==> src/hdl/sekg_pkg.sv <==
// Shared types, datapath commands and exponential tables for the kernel gradient block.
`timescale 1ns / 1ps
package sekg_pkg;

  localparam int unsigned ExpSteps = 13;
  localparam int unsigned AddrWidth = 3;

  // Register byte addresses on the configuration port.
  localparam logic [AddrWidth-1:0] AddrSigma   = 3'd0;
  localparam logic [AddrWidth-1:0] AddrInvLen  = 3'd4;

  typedef struct packed {
    logic signed [15:0] component_a;
    logic signed [15:0] component_b;
    logic [15:0]        cutoff_a;
    logic [15:0]        cutoff_b;
    logic               last_component;
  } in_item_t;

  typedef struct packed {
    logic [31:0] kernel_value;
    logic [31:0] sigma_gradient;
    logic [31:0] length_gradient;
  } out_item_t;

  typedef enum logic [3:0] {
    OP_NONE, OP_P1, OP_P2, OP_EXP, OP_LIN, OP_VAL, OP_KERN, OP_SGRAD,
    OP_LG1, OP_LG2, OP_LOAD
  } op_t;

  // Command from the controller to the datapath.
  typedef struct packed {
    op_t        op;
    logic [3:0] step;
  } cmd_t;

  // Q0.32 values of exp(-w) for w = 1, 2, 4, 8, 16, then 1/2 down to 1/256.
  function automatic logic [31:0] exp_factor(input logic [3:0] step);
    logic [31:0] t;
    case (step)
      4'd0:    t = 32'd1580030169;
      4'd1:    t = 32'd581260615;
      4'd2:    t = 32'd78665070;
      4'd3:    t = 32'd1440801;
      4'd4:    t = 32'd483;
      4'd5:    t = 32'd2605029348;
      4'd6:    t = 32'd3344923894;
      4'd7:    t = 32'd3790295335;
      4'd8:    t = 32'd4034748382;
      4'd9:    t = 32'd4162825045;
      4'd10:   t = 32'd4228380000;
      4'd11:   t = 32'd4261543595;
      4'd12:   t = 32'd4278203082;
      default: t = 32'd0;
    endcase
    return t;
  endfunction

endpackage

==> src/hdl/sekg_ctrl.sv <==
// Controller that sequences the per-pair tail computation and the output register.
`timescale 1ns / 1ps
module sekg_ctrl (
  input  logic          clk,
  input  logic          rst,
  input  logic          in_valid,
  input  logic          last_component,
  output logic          in_ready,
  output logic          out_valid,
  input  logic          out_ready,
  output sekg_pkg::cmd_t cmd
);
  import sekg_pkg::*;

  typedef enum logic [3:0] {
    S_IDLE, S_P1, S_P2, S_EXP, S_LIN, S_VAL, S_KERN, S_SGRAD, S_LG1, S_LG2, S_DONE
  } state_t;

  state_t     state;
  logic [3:0] step;
  logic       out_free;

  assign in_ready = (state == S_IDLE);
  assign out_free = !out_valid || out_ready;

  // Command decode from the current state.
  always_comb begin
    cmd.step = step;
    case (state)
      S_P1:    cmd.op = OP_P1;
      S_P2:    cmd.op = OP_P2;
      S_EXP:   cmd.op = OP_EXP;
      S_LIN:   cmd.op = OP_LIN;
      S_VAL:   cmd.op = OP_VAL;
      S_KERN:  cmd.op = OP_KERN;
      S_SGRAD: cmd.op = OP_SGRAD;
      S_LG1:   cmd.op = OP_LG1;
      S_LG2:   cmd.op = OP_LG2;
      S_DONE:  cmd.op = out_free ? OP_LOAD : OP_NONE;
      default: cmd.op = OP_NONE;
    endcase
  end

  // State, step counter and output valid flag.
  always_ff @(posedge clk) begin
    if (rst) begin
      state     <= S_IDLE;
      step      <= '0;
      out_valid <= 1'b0;
    end else begin
      if (out_valid && out_ready) begin
        out_valid <= 1'b0;
      end
      case (state)
        S_IDLE: begin
          if (in_valid && last_component) begin
            state <= S_P1;
          end
        end
        S_P1: state <= S_P2;
        S_P2: begin
          state <= S_EXP;
          step  <= '0;
        end
        S_EXP: begin
          if (step == 4'(ExpSteps - 1)) begin
            state <= S_LIN;
          end
          step <= step + 4'd1;
        end
        S_LIN:   state <= S_VAL;
        S_VAL:   state <= S_KERN;
        S_KERN:  state <= S_SGRAD;
        S_SGRAD: state <= S_LG1;
        S_LG1:   state <= S_LG2;
        S_LG2:   state <= S_DONE;
        S_DONE: begin
          if (out_free) begin
            out_valid <= 1'b1;
            state     <= S_IDLE;
          end
        end
        default: state <= S_IDLE;
      endcase
    end
  end

endmodule

==> config.mk <==
export PLATFORM = sky130hd
export DESIGN_NAME = sekg_ctrl
export DESIGN_NICKNAME = d
export VERILOG_FILES = /design/src/hdl/sekg_pkg.sv /design/src/hdl/sekg_ctrl.sv
export SDC_FILE = /design/constraint.sdc
export NUM_CORES = 1
export LEC_CHECK = 0
export ABC_AREA = 1
export ABC_CLOCK_PERIOD_IN_PS = 1130
export BUFFER_PORTS_ARGS = -buffer_cell sky130_fd_sc_hd__buf_2
export CELL_PAD_IN_SITES_DETAIL_PLACEMENT = 1
export CELL_PAD_IN_SITES_GLOBAL_PLACEMENT = 1
export CORE_MARGIN = 4
export CORE_UTILIZATION = 29
export DETAILED_ROUTE_END_ITERATION = 8
export PLACE_DENSITY_LB_ADDON = 0.3
export SETUP_SLACK_MARGIN = 0.1
export SKIP_CTS_REPAIR_TIMING = 1
export SYNTH_ARGS = -nofsm -noshare
export SYNTH_HDL_FRONTEND = slang
export SYNTH_SLANG_ARGS = --single-unit
==> constraint.sdc <==
create_clock -name clk -period 1.13 [get_ports clk]
set_clock_uncertainty 0.15 [all_clocks]
set_input_delay 0.1695 -clock clk [delete_from_list [all_inputs] [get_ports clk]]
set_output_delay 0.1695 -clock clk [all_outputs]
set_load 0.005 [all_outputs]
==> impl_metrics.csv, run 1 <==
group,metric,value,unit
synth,yosysMostFrequentCell,"nand2_1",
drt,postRouteWirelength,1950,um
cells_and_area,area_growth,75.5,%
synth,async_flop_share,0,%
power_and_ir_drop,p_leak,0.405,nW
grt,grt_pass1_vias,526,
sta,relSlewSlack,86.9,%
power_and_ir_drop,p_sw_share,41.3,%
synth,yosysUniqueCellTypes,18,
synth,synth_edf_count,0,
critical_path,crit_path_max_fanout,4,
status,violations,"negative setup slack",
synth,synth_seq_area_share,34.9,%
grt,grt_max_degree,7,
floorplan,row_count,14,
floorplan,dieHeight,50.2,um
sta,hold_viol_final,0,
cells_and_area,num-fill-cells,204,
synth,ys.flop_type,"dfxtp_1",
synth,synthCells,76,
cells_and_area,n_antenna_cell,0,
place,dp_hpwl,1150,um
clock_network,cts_tree,"done",
synth,netlist_area,517,um^2
synth,synth_warnings,0,
critical_path,crit_path_start_kind,"flop",
cells_and_area,num-nets-final,118,
floorplan,core,1590,um^2
cells_and_area,fin_area,907,um^2
floorplan,io_pins,15,
clock_network,clkLatencyLatePin,0.27,ns
clock_network,cts-root-buf,"clkbuf_4",
grt,grt_pass1_wl,2410,um
drt,drt-vias-per-instance,4.70,
power_and_ir_drop,vdd_ir_drop_max,0.947,mV
sta,drv_slew,0,
sta,setup_viol,16,
drt,dr.pass1.iters,2,
critical_path,critPathKind,"reg -> out",
floorplan,dieArea,2520,um^2
status,outcome,"complete, but fails checks",
synth,yosys.area.top_type_share,34.9,%
power_and_ir_drop,p_comb_share,47.9,%
power_and_ir_drop,p_switching,608,uW
min_path,hp-class,"in -> reg",
grt,antenna_found_initial,0,
floorplan,die_x,50.2,um
drt,drc_errors,0,
power_and_ir_drop,internal_power,863,uW
power_and_ir_drop,pwr-share-seq,33.5,%
sta,tightestPinTransition,0.196,ns
clock_network,clock-sinks,9,
power_and_ir_drop,power_frac_clock,18.5,%
critical_path,arrival,1.07,ns
synth,syn_nets,83,
cells_and_area,drive_above_1_share,60.0,%
power_and_ir_drop,power_density,1620,nW/um^2
sta,layout_setup_ws,-0.261,ns
drt,avgRoutedWirePerCell,14.5,um
grt,grt-ovfl-total,0,
run,maxCapViolCount,0,
place,io_buffers,14,
synth,synth.largest_area_cell,"dfxtp_1",
sta,fin_crit,1.39,ns
critical_path,cp-end-kind,"primary output",
drt,vias,630,
sta,period_share,123,%
clock_network,clockBufferDepth,2,
cells_and_area,fin_util,56.9,%
critical_path,r2r_setup_slack,-0.19,ns
sta,rsz0062_at_grt,"true",
grt,grtUsageTotal,13.0,%
floorplan,initial_core_util,32.4,%
clock_network,numCtsBuffers,3,
synth,yosys-top-cells-count,"15 x nand2_1, 12 x inv_1, 9 x dfxtp_1, 9 x nor2_1, 6 x a21oi_1",
clock_network,path_clk_slew,0.07,ns
drt,final_antenna_net_count,0,
synth,ys_ff_latch,9,
sta,fmax,719,MHz
synth,syn_area_per_cell,6.80,um^2
power_and_ir_drop,total_power,1.47,mW
critical_path,cp.required,0.81,ns
clock_network,cts_max_level,1,
drt,drtIter0Drc,11,
place,place.gp.congestion,0.763,
synth,synth.area.top_cells,"dfxtp_1 35%, nand2_1 11%, inv_1 8.7%",
place,dpl_cell_area,704,um^2
==> power groups by stage <==
stage / Clock, mW / Sequential, mW / Combinational, mW
2_1_floorplan: 0 / 0.447 / 0.344
3_3_place_gp: 0 / 0.460 / 0.556
3_5_place_dp: 0 / 0.463 / 0.572
4_1_cts: 0.278 / 0.456 / 0.575
5_1_grt: 0.310 / 0.510 / 0.789
6_report: 0.273 / 0.493 / 0.705
==> cell type report <==
| cell class | count | area, um^2 | share of cell area [%] |
|---|---|---|---|
| clock buffer | 4 | 26.3 | 2.90 |
| timing repair buffer | 30 | 234 | 25.8 |
| tap | 24 | 30.0 | 3.31 |
| multi-input combinational | 54 | 354 | 39.0 |
| inverter | 13 | 53.8 | 5.93 |
| sequential | 9 | 209 | 23.0 |
==> logic make-up (layout without fill, tap and decap cells) <==
family / Yosys count / count (layout) / synth area share [%]
simple gates: 38 / 38 / 35.6
compound gates: 14 / 14 / 15.3
buf+inv: 13 / 47 / 9.44
flops: 9 / 9 / 34.9
fa+ha+maj: 2 / 2 / 4.84
==> metal layers <==
metal  wire length (um)  global-route usage [%]  vias to the layer above  share of wire [%]
li1                   -                       -                      318                  -
met1                848                    16.7                      294                 44
met2                990                    18.9                       14                 51
met3                 78                    6.21                        4                4.0
met4                 27                    4.15                        0                1.4
met5                  0                       0                        -                  0
==> worst max-delay path, stage by stage, from the launching register on <==
cell	delay [ns]
dfxtp_4	0.39
inv_4	0.06
a21oi_2	0.18
nor2_1	0.05
buf_2	0.12
==> layout by cell type, fill, tap and decap left out, drive strengths merged <==
master / instances
buf: 27
nand2: 16
inv: 13
nor2: 10
dfxtp: 9
nand3: 8
a21oi: 7
o21ai: 4
clkbuf: 4
dlygate4sd3: 3
nor3: 3
a31oi: 2
ha: 2
o21bai: 1
nand4: 1
==> sequential cells by signal, summed over array words and instances, names as in the netlist <==
register / flops
out_valid: 1
state: 4
step: 4
==> stage by stage <==
stage | std cells | setup TNS, ns | hold WS (ns) | worst slack (ns)
detailed placement | 121 | -0.584 | 0.290 | -0.107
floorplan | 76 | -0.0179 | 0.0789 | -0.0145
global placement | 121 | -0.495 | 0.286 | -0.0875
CTS | 125 | -2.57 | -0.00123 | -0.414
global route | 134 | -3.19 | 0.0554 | -0.331
finish | 134 | -2.06 | 0.0394 | -0.261
==> worst paths after layout <==
| path | cells past startpoint | from | end |
|---|---|---|---|
| setup reg to reg | 7 | state[1] | state[0] |
| setup / recovery | 4 | state[2] | cmd[4] |
| hold reg to reg | 2 | step[1] | step[1] |
| hold / removal | 4 | out_ready | out_valid |
(Power assumes the default switching activity.)
==> run 2: changes to the inputs <==
--- a/config.mk
+++ b/config.mk
@@ -6,12 +6,12 @@
 export NUM_CORES = 1
 export LEC_CHECK = 0
 export ABC_AREA = 1
-export ABC_CLOCK_PERIOD_IN_PS = 1130
+export ABC_CLOCK_PERIOD_IN_PS = 1800
 export BUFFER_PORTS_ARGS = -buffer_cell sky130_fd_sc_hd__buf_2
 export CELL_PAD_IN_SITES_DETAIL_PLACEMENT = 1
 export CELL_PAD_IN_SITES_GLOBAL_PLACEMENT = 1
 export CORE_MARGIN = 4
-export CORE_UTILIZATION = 29
+export CORE_UTILIZATION = 35
 export DETAILED_ROUTE_END_ITERATION = 8
 export PLACE_DENSITY_LB_ADDON = 0.3
 export SETUP_SLACK_MARGIN = 0.1
==> constraint.sdc (replaced) <==
create_clock -name clk -period 1.8 [get_ports clk]
set_clock_uncertainty 0.15 [all_clocks]
set_input_delay 0.27 -clock clk [delete_from_list [all_inputs] [get_ports clk]]
set_output_delay 0.27 -clock clk [all_outputs]
set_load 0.005 [all_outputs]
==> run 2 against run 1 <==
  * The run now ends clean
  * First-iteration DRC count decreased by 45%
  * Cell area fell by 30%
  * Setup slack better by 0.48 ns
  * Combinational power is 59% lower
  * Largest power group unchanged
  * Sequential share of layout area up 5.5 points
==> impl_metrics.csv, run 2 (synthesis gave the netlist of run 1 again) <==
group,metric,value,unit
power_and_ir_drop,power_density,1160,nW/um^2
sta,relSlewSlack,79.9,%
critical_path,startpoint,"state[1]",
critical_path,crit_path_end,"cmd[4]",
clock_network,path_clk_slew,0.07,ns
floorplan,dieHeight,46.4,um
grt,grt-ovfl-total,0,
critical_path,arrival,1.16,ns
clock_network,clockBufferDepth,2,
sta,period_share,87.6,%
clock_network,clkLatencyLatePin,0.26,ns
sta,fmax,634,MHz
clock_network,clock-sinks,9,
critical_path,crit_path_start_kind,"flop",
sta,setup_viol,0,
drt,drt-vias-per-instance,4.83,
critical_path,path_cells,"inv_1 > a21oi_2 > nor2_1 > buf_2",
power_and_ir_drop,p_leak,0.306,nW
power_and_ir_drop,vdd_ir_drop_max,0.421,mV
critical_path,critPathMaxStageDelay,0.40,ns
status,outcome,"completed",
critical_path,reg2regPathDepth,8,
place,place_worst_setup_slack,0.392,ns
sta,tightestPinTransition,0.300,ns
sta,hold_viol_final,0,
floorplan,row_count,13,
grt,grt_pass1_vias,496,
cells_and_area,drive_above_1_share,27.7,%
drt,drc_errors,0,
drt,vias,526,
drt,postRouteWirelength,1280,um
cells_and_area,layout_commonest_cell,"nand2_1",
grt,grtUsageTotal,14.0,%
critical_path,cpMaxStageDelayCell,"dfxtp_2",
clock_network,cts_tree,"done",
place,place.gp.congestion,0.727,
clock_network,numCtsBuffers,3,
critical_path,cp-end-kind,"primary output",
drt,dr.pass1.iters,3,
drt,avgRoutedWirePerCell,11.8,um
clock_network,cts_max_level,1,
floorplan,die_x,46.4,um
grt,antenna_found_initial,0,
sta,drv_slew,0,
cells_and_area,final_cell_mix,"15 x nand2_1, 14 x buf_2, 12 x inv_1, 8 x nor2_1, 8 x dfxtp_1",
critical_path,critPathKind,"reg -> out",
sta,final.setup.tns,0,ns
min_path,hp-class,"in -> reg",
cells_and_area,n_antenna_cell,0,
cells_and_area,num-nets-final,102,
critical_path,cp.required,1.38,ns
floorplan,initial_core_util,38.3,%
cells_and_area,area_growth,23.0,%
critical_path,r2r_end,"state[0]",
place,dp_hpwl,1030,um
critical_path,r2r_setup_slack,0.47,ns
critical_path,crit_path_max_fanout,7,
grt,grt_max_degree,8,
sta,fin_crit,1.58,ns
sta,rsz0062_at_grt,"false",
grt,grt_pass1_wl,2170,um
sta,layout_setup_ws,0.224,ns
place,io_buffers,14,
floorplan,core,1350,um^2
cells_and_area,num-fill-cells,190,
floorplan,dieArea,2160,um^2
critical_path,r2r-start,"step[0]",
clock_network,cts-root-buf,"clkbuf_4",
cells_and_area,reg_top3,"state x4, step x4, out_valid x1",
run,maxCapViolCount,0,
drt,drtIter0Drc,6,
sta,fin_hold_ws,0.0938,ns
floorplan,io_pins,15,
drt,final_antenna_net_count,0,
run 2: changes by cell type in the layout (fill, tap and decap cells not counted), moves of 6 or more:
| cell | delta |
|---|---|
| dfxtp_1 | +8 |
| inv_1 | +8 |
| inv_2 | -6 |
| buf_6 | -7 |
| dfxtp_4 | -7 |
| buf_4 | -10 |
run 2: critical path, delay by kind of cell (launching register included):
kind / cells / cell delay, ns
AOI/OAI and AO/OA: 1 / 0.21
DFF: 1 / 0.40
buffers and inverters: 2 / 0.22
and+or+nand+nor: 1 / 0.06
run 2: report_power, final:
| group | internal, mW | switching [mW] |
|---|---|---|
| clock | 0.0856 | 0.0753 |
| combinational | 0.119 | 0.173 |
| sequential | 0.233 | 0.0547 |
| total | 0.438 | 0.303 |
run 2: layout make-up:
type / instances / area [um^2] / area share, %
sequential: 9 / 181 / 28.5
clock buffer: 4 / 26.3 / 4.13
inverter: 13 / 48.8 / 7.68
timing repair buffer: 14 / 70.1 / 11.0
multi-input combinational: 54 / 290 / 45.7
tap: 15 / 18.8 / 2.95
run 2: layer usage:
layer,global-route usage (%),wire length [um],vias to the layer above
met5,0,0,-
met4,6.82,17,0
met3,3.91,53,4
met2,19.8,524,8
met1,19.3,686,234
li1,-,-,280
run 2: through the flow:
step / instances / util [%] / area, um^2 / power (mW)
5_1_grt: 109 / 47.1 / 636 / 0.799
6_report: 109 / 47.1 / 636 / 0.740
2_1_floorplan: 76 / - / 517 / 0.479
4_1_cts: 109 / 46.8 / 632 / 0.740
3_5_place_dp: 105 / 44.9 / 606 / 0.579
3_3_place_gp: 105 / 44.9 / 606 / 0.578
run 2: worst min path at each step:
stage,startpoint,endpoint,slack [ns],cells past startpoint
after floorplan,rst,out_valid,0.19,1
after global placement,step[3],step[3],0.36,2
after detailed placement,step[2],step[2],0.37,2
after CTS,rst,step[3],0.1,2
after global routing,rst,step[1],0.11,2
final,rst,step[3],0.09,2
==> run 3: changes to the inputs <==
--- a/config.mk
+++ b/config.mk
@@ -6,12 +6,13 @@
 export NUM_CORES = 1
 export LEC_CHECK = 0
 export ABC_AREA = 1
-export ABC_CLOCK_PERIOD_IN_PS = 1800
+export ABC_CLOCK_PERIOD_IN_PS = 1400
 export BUFFER_PORTS_ARGS = -buffer_cell sky130_fd_sc_hd__buf_2
 export CELL_PAD_IN_SITES_DETAIL_PLACEMENT = 1
 export CELL_PAD_IN_SITES_GLOBAL_PLACEMENT = 1
+export CORE_ASPECT_RATIO = 0.8
 export CORE_MARGIN = 4
-export CORE_UTILIZATION = 35
+export CORE_UTILIZATION = 29
 export DETAILED_ROUTE_END_ITERATION = 8
 export PLACE_DENSITY_LB_ADDON = 0.3
 export SETUP_SLACK_MARGIN = 0.1
==> constraint.sdc (replaced) <==
create_clock -name clk -period 1.4 [get_ports clk]
set_clock_uncertainty 0.15 [all_clocks]
set_input_delay 0.21 -clock clk [delete_from_list [all_inputs] [get_ports clk]]
set_output_delay 0.21 -clock clk [all_outputs]
set_load 0.005 [all_outputs]
==> run 3 against run 2 <==
  * Final cell count increased by 13%
  * Highest routed layer unchanged
  * Clock power increased by 28%
  * Critical endpoint is now cmd[5]
  * The flow now finishes with violations (negative setup slack)
  * Routed wire length increased by 30%
  * Largest power group unchanged
  * Core utilization decreased by 1.8 points
==> impl_metrics.csv, run 3 (synthesis gave the netlist of run 1 again) <==
group,metric,value,unit
drt,final_antenna_net_count,0,
min_path,hold_path_startpoint,"rst",
sta,setup_viol,3,
grt,grt_pass1_vias,573,
sta,drv_slew,0,
sta,hold_viol_final,0,
power_and_ir_drop,p_leak,0.349,nW
clock_network,clkLatencyLatePin,0.26,ns
cells_and_area,n_antenna_cell,0,
floorplan,dieArea,2530,um^2
floorplan,io_pins,15,
power_and_ir_drop,vdd_ir_drop_max,0.742,mV
place,dpl_cell_area,629,um^2
cells_and_area,area_growth,45.5,%
sta,relSlewSlack,79.3,%
status,outcome,"complete, but fails checks",
drt,avgRoutedWirePerCell,13.5,um
power_and_ir_drop,power_density,1480,nW/um^2
cells_and_area,drive_above_1_share,48.5,%
floorplan,row_count,13,
clock_network,clockBufferDepth,2,
run,maxCapViolCount,0,
floorplan,dieHeight,45.8,um
cells_and_area,fin_area,752,um^2
clock_network,path_clk_slew,0.06,ns
sta,period_share,103,%
critical_path,critPathMaxStageDelay,0.39,ns
place,dp_hpwl,1120,um
drt,drtIter0Drc,12,
drt,drt-vias-per-instance,4.93,
clock_network,cts_max_level,1,
cells_and_area,final_cell_mix,"14 x buf_2, 13 x nand2_1, 7 x buf_4",
sta,tightestPinTransition,0.309,ns
sta,rsz0062_at_grt,"true",
critical_path,r2r-start,"state[2]",
clock_network,cts-root-buf,"clkbuf_4",
status,violations,"negative setup slack",
floorplan,core,1660,um^2
drt,drc_errors,0,
sta,fmax,695,MHz
grt,grt-ovfl-total,0,
clock_network,cts_tree,"done",
drt,postRouteWirelength,1660,um
cells_and_area,layout_commonest_cell,"buf_2",
critical_path,cp-end-kind,"primary output",
floorplan,initial_core_util,31.1,%
critical_path,cpMaxStageDelayCell,"dfxtp_4",
grt,grt_max_degree,8,
min_path,hp-class,"in -> reg",
cells_and_area,num-nets-final,109,
critical_path,critPathKind,"reg -> out",
floorplan,die_x,55.2,um
critical_path,r2r_end,"step[2]",
critical_path,crit_path_max_fanout,7,
min_path,holdPathStages,2,
clock_network,clock-sinks,9,
critical_path,cp.required,1.04,ns
place,io_buffers,14,
critical_path,reg2regPathDepth,4,
clock_network,numCtsBuffers,3,
grt,antenna_found_initial,0,
critical_path,worst-path-buf-inv,2,
critical_path,path_cells,"nand2_2 > inv_2 > nand3_2 > o21ai_1 > buf_2",
place,place.gp.congestion,0.829,
min_path,worstHoldEndpoint,"state[3]",
drt,vias,606,
critical_path,crit_path_start_kind,"flop",
place,place_worst_setup_slack,0.0790,ns
cells_and_area,reg_top3,"state x4, step x4, out_valid x1",
sta,layout_setup_ws,-0.0383,ns
grt,grtUsageTotal,14.1,%
drt,dr.pass1.iters,4,
sta,fin_crit,1.44,ns
critical_path,r2r_setup_slack,0.09,ns
critical_path,crit_family,"flip-flops",
grt,grt_pass1_wl,2430,um
critical_path,arrival,1.08,ns
[run 3: changes by cell type in the layout (fill, tap and decap cells not counted), moves of 4 or more]
cell / change
inv_1: -6
dfxtp_4: +4
dfxtp_1: -4
inv_2: +5
buf_4: +7
[run 3: area by class of cell]
cell class	count	area, um^2
Fill cell	219	907
Timing Repair Buffer	21	123
Multi-Input combinational cell	54	328
Tap cell	22	27.5
Inverter	13	51.3
Clock buffer	4	26.3
Sequential cell	9	196
[run 3: routing by layer]
| metal | GRT usage (%) | vias to the layer above | part of all wire [%] |
|---|---|---|---|
| met4 | 7.28 | 0 | 2.2 |
| met2 | 19.3 | 15 | 47 |
| met1 | 18.1 | 291 | 45 |
| met3 | 6.89 | 6 | 5.8 |
| li1 | - | 294 | - |
| met5 | 0 | - | 0 |
[run 3: worst reg2reg max path, stage by stage (launching register included)]
cell     delay (ns)
dfxtp_4        0.37
nor2_1         0.27
nand2_1        0.17
o21ai_0        0.19
a21oi_1        0.06
[run 3: through the flow]
stage               instances  util, %  power, mW  TNS [ns]  hold WS (ns)
detailed placement        114     37.9      0.766         0         0.311
finish                    123     45.3       1.12   -0.0533        0.0209
CTS                       118     39.5      0.976    -0.684        0.0233
global placement          114     37.9      0.756         0         0.318
floorplan                  76        -      0.616         0         0.129
global route              123     45.3       1.21    -0.373        0.0335
[run 3: worst max path at each step]
stage,to,start,slack [ns],depth (start not counted)
finish,cmd[5],state[1],-0.04,5
global route,cmd[5],state[1],-0.09,5
CTS,cmd[5],state[1],-0.23,5
detailed placement,cmd[5],state[1],0.08,5
global placement,cmd[5],state[1],0.1,5
floorplan,state[0],step[0],0.14,8
[run 3: power by group]
part / switching, mW / internal, mW / leakage, nW
clock: 0.0957 / 0.110 / 0.0150
sequential: 0.0765 / 0.313 / 0.0764
combinational: 0.286 / 0.235 / 0.258
total: 0.458 / 0.658 / 0.349
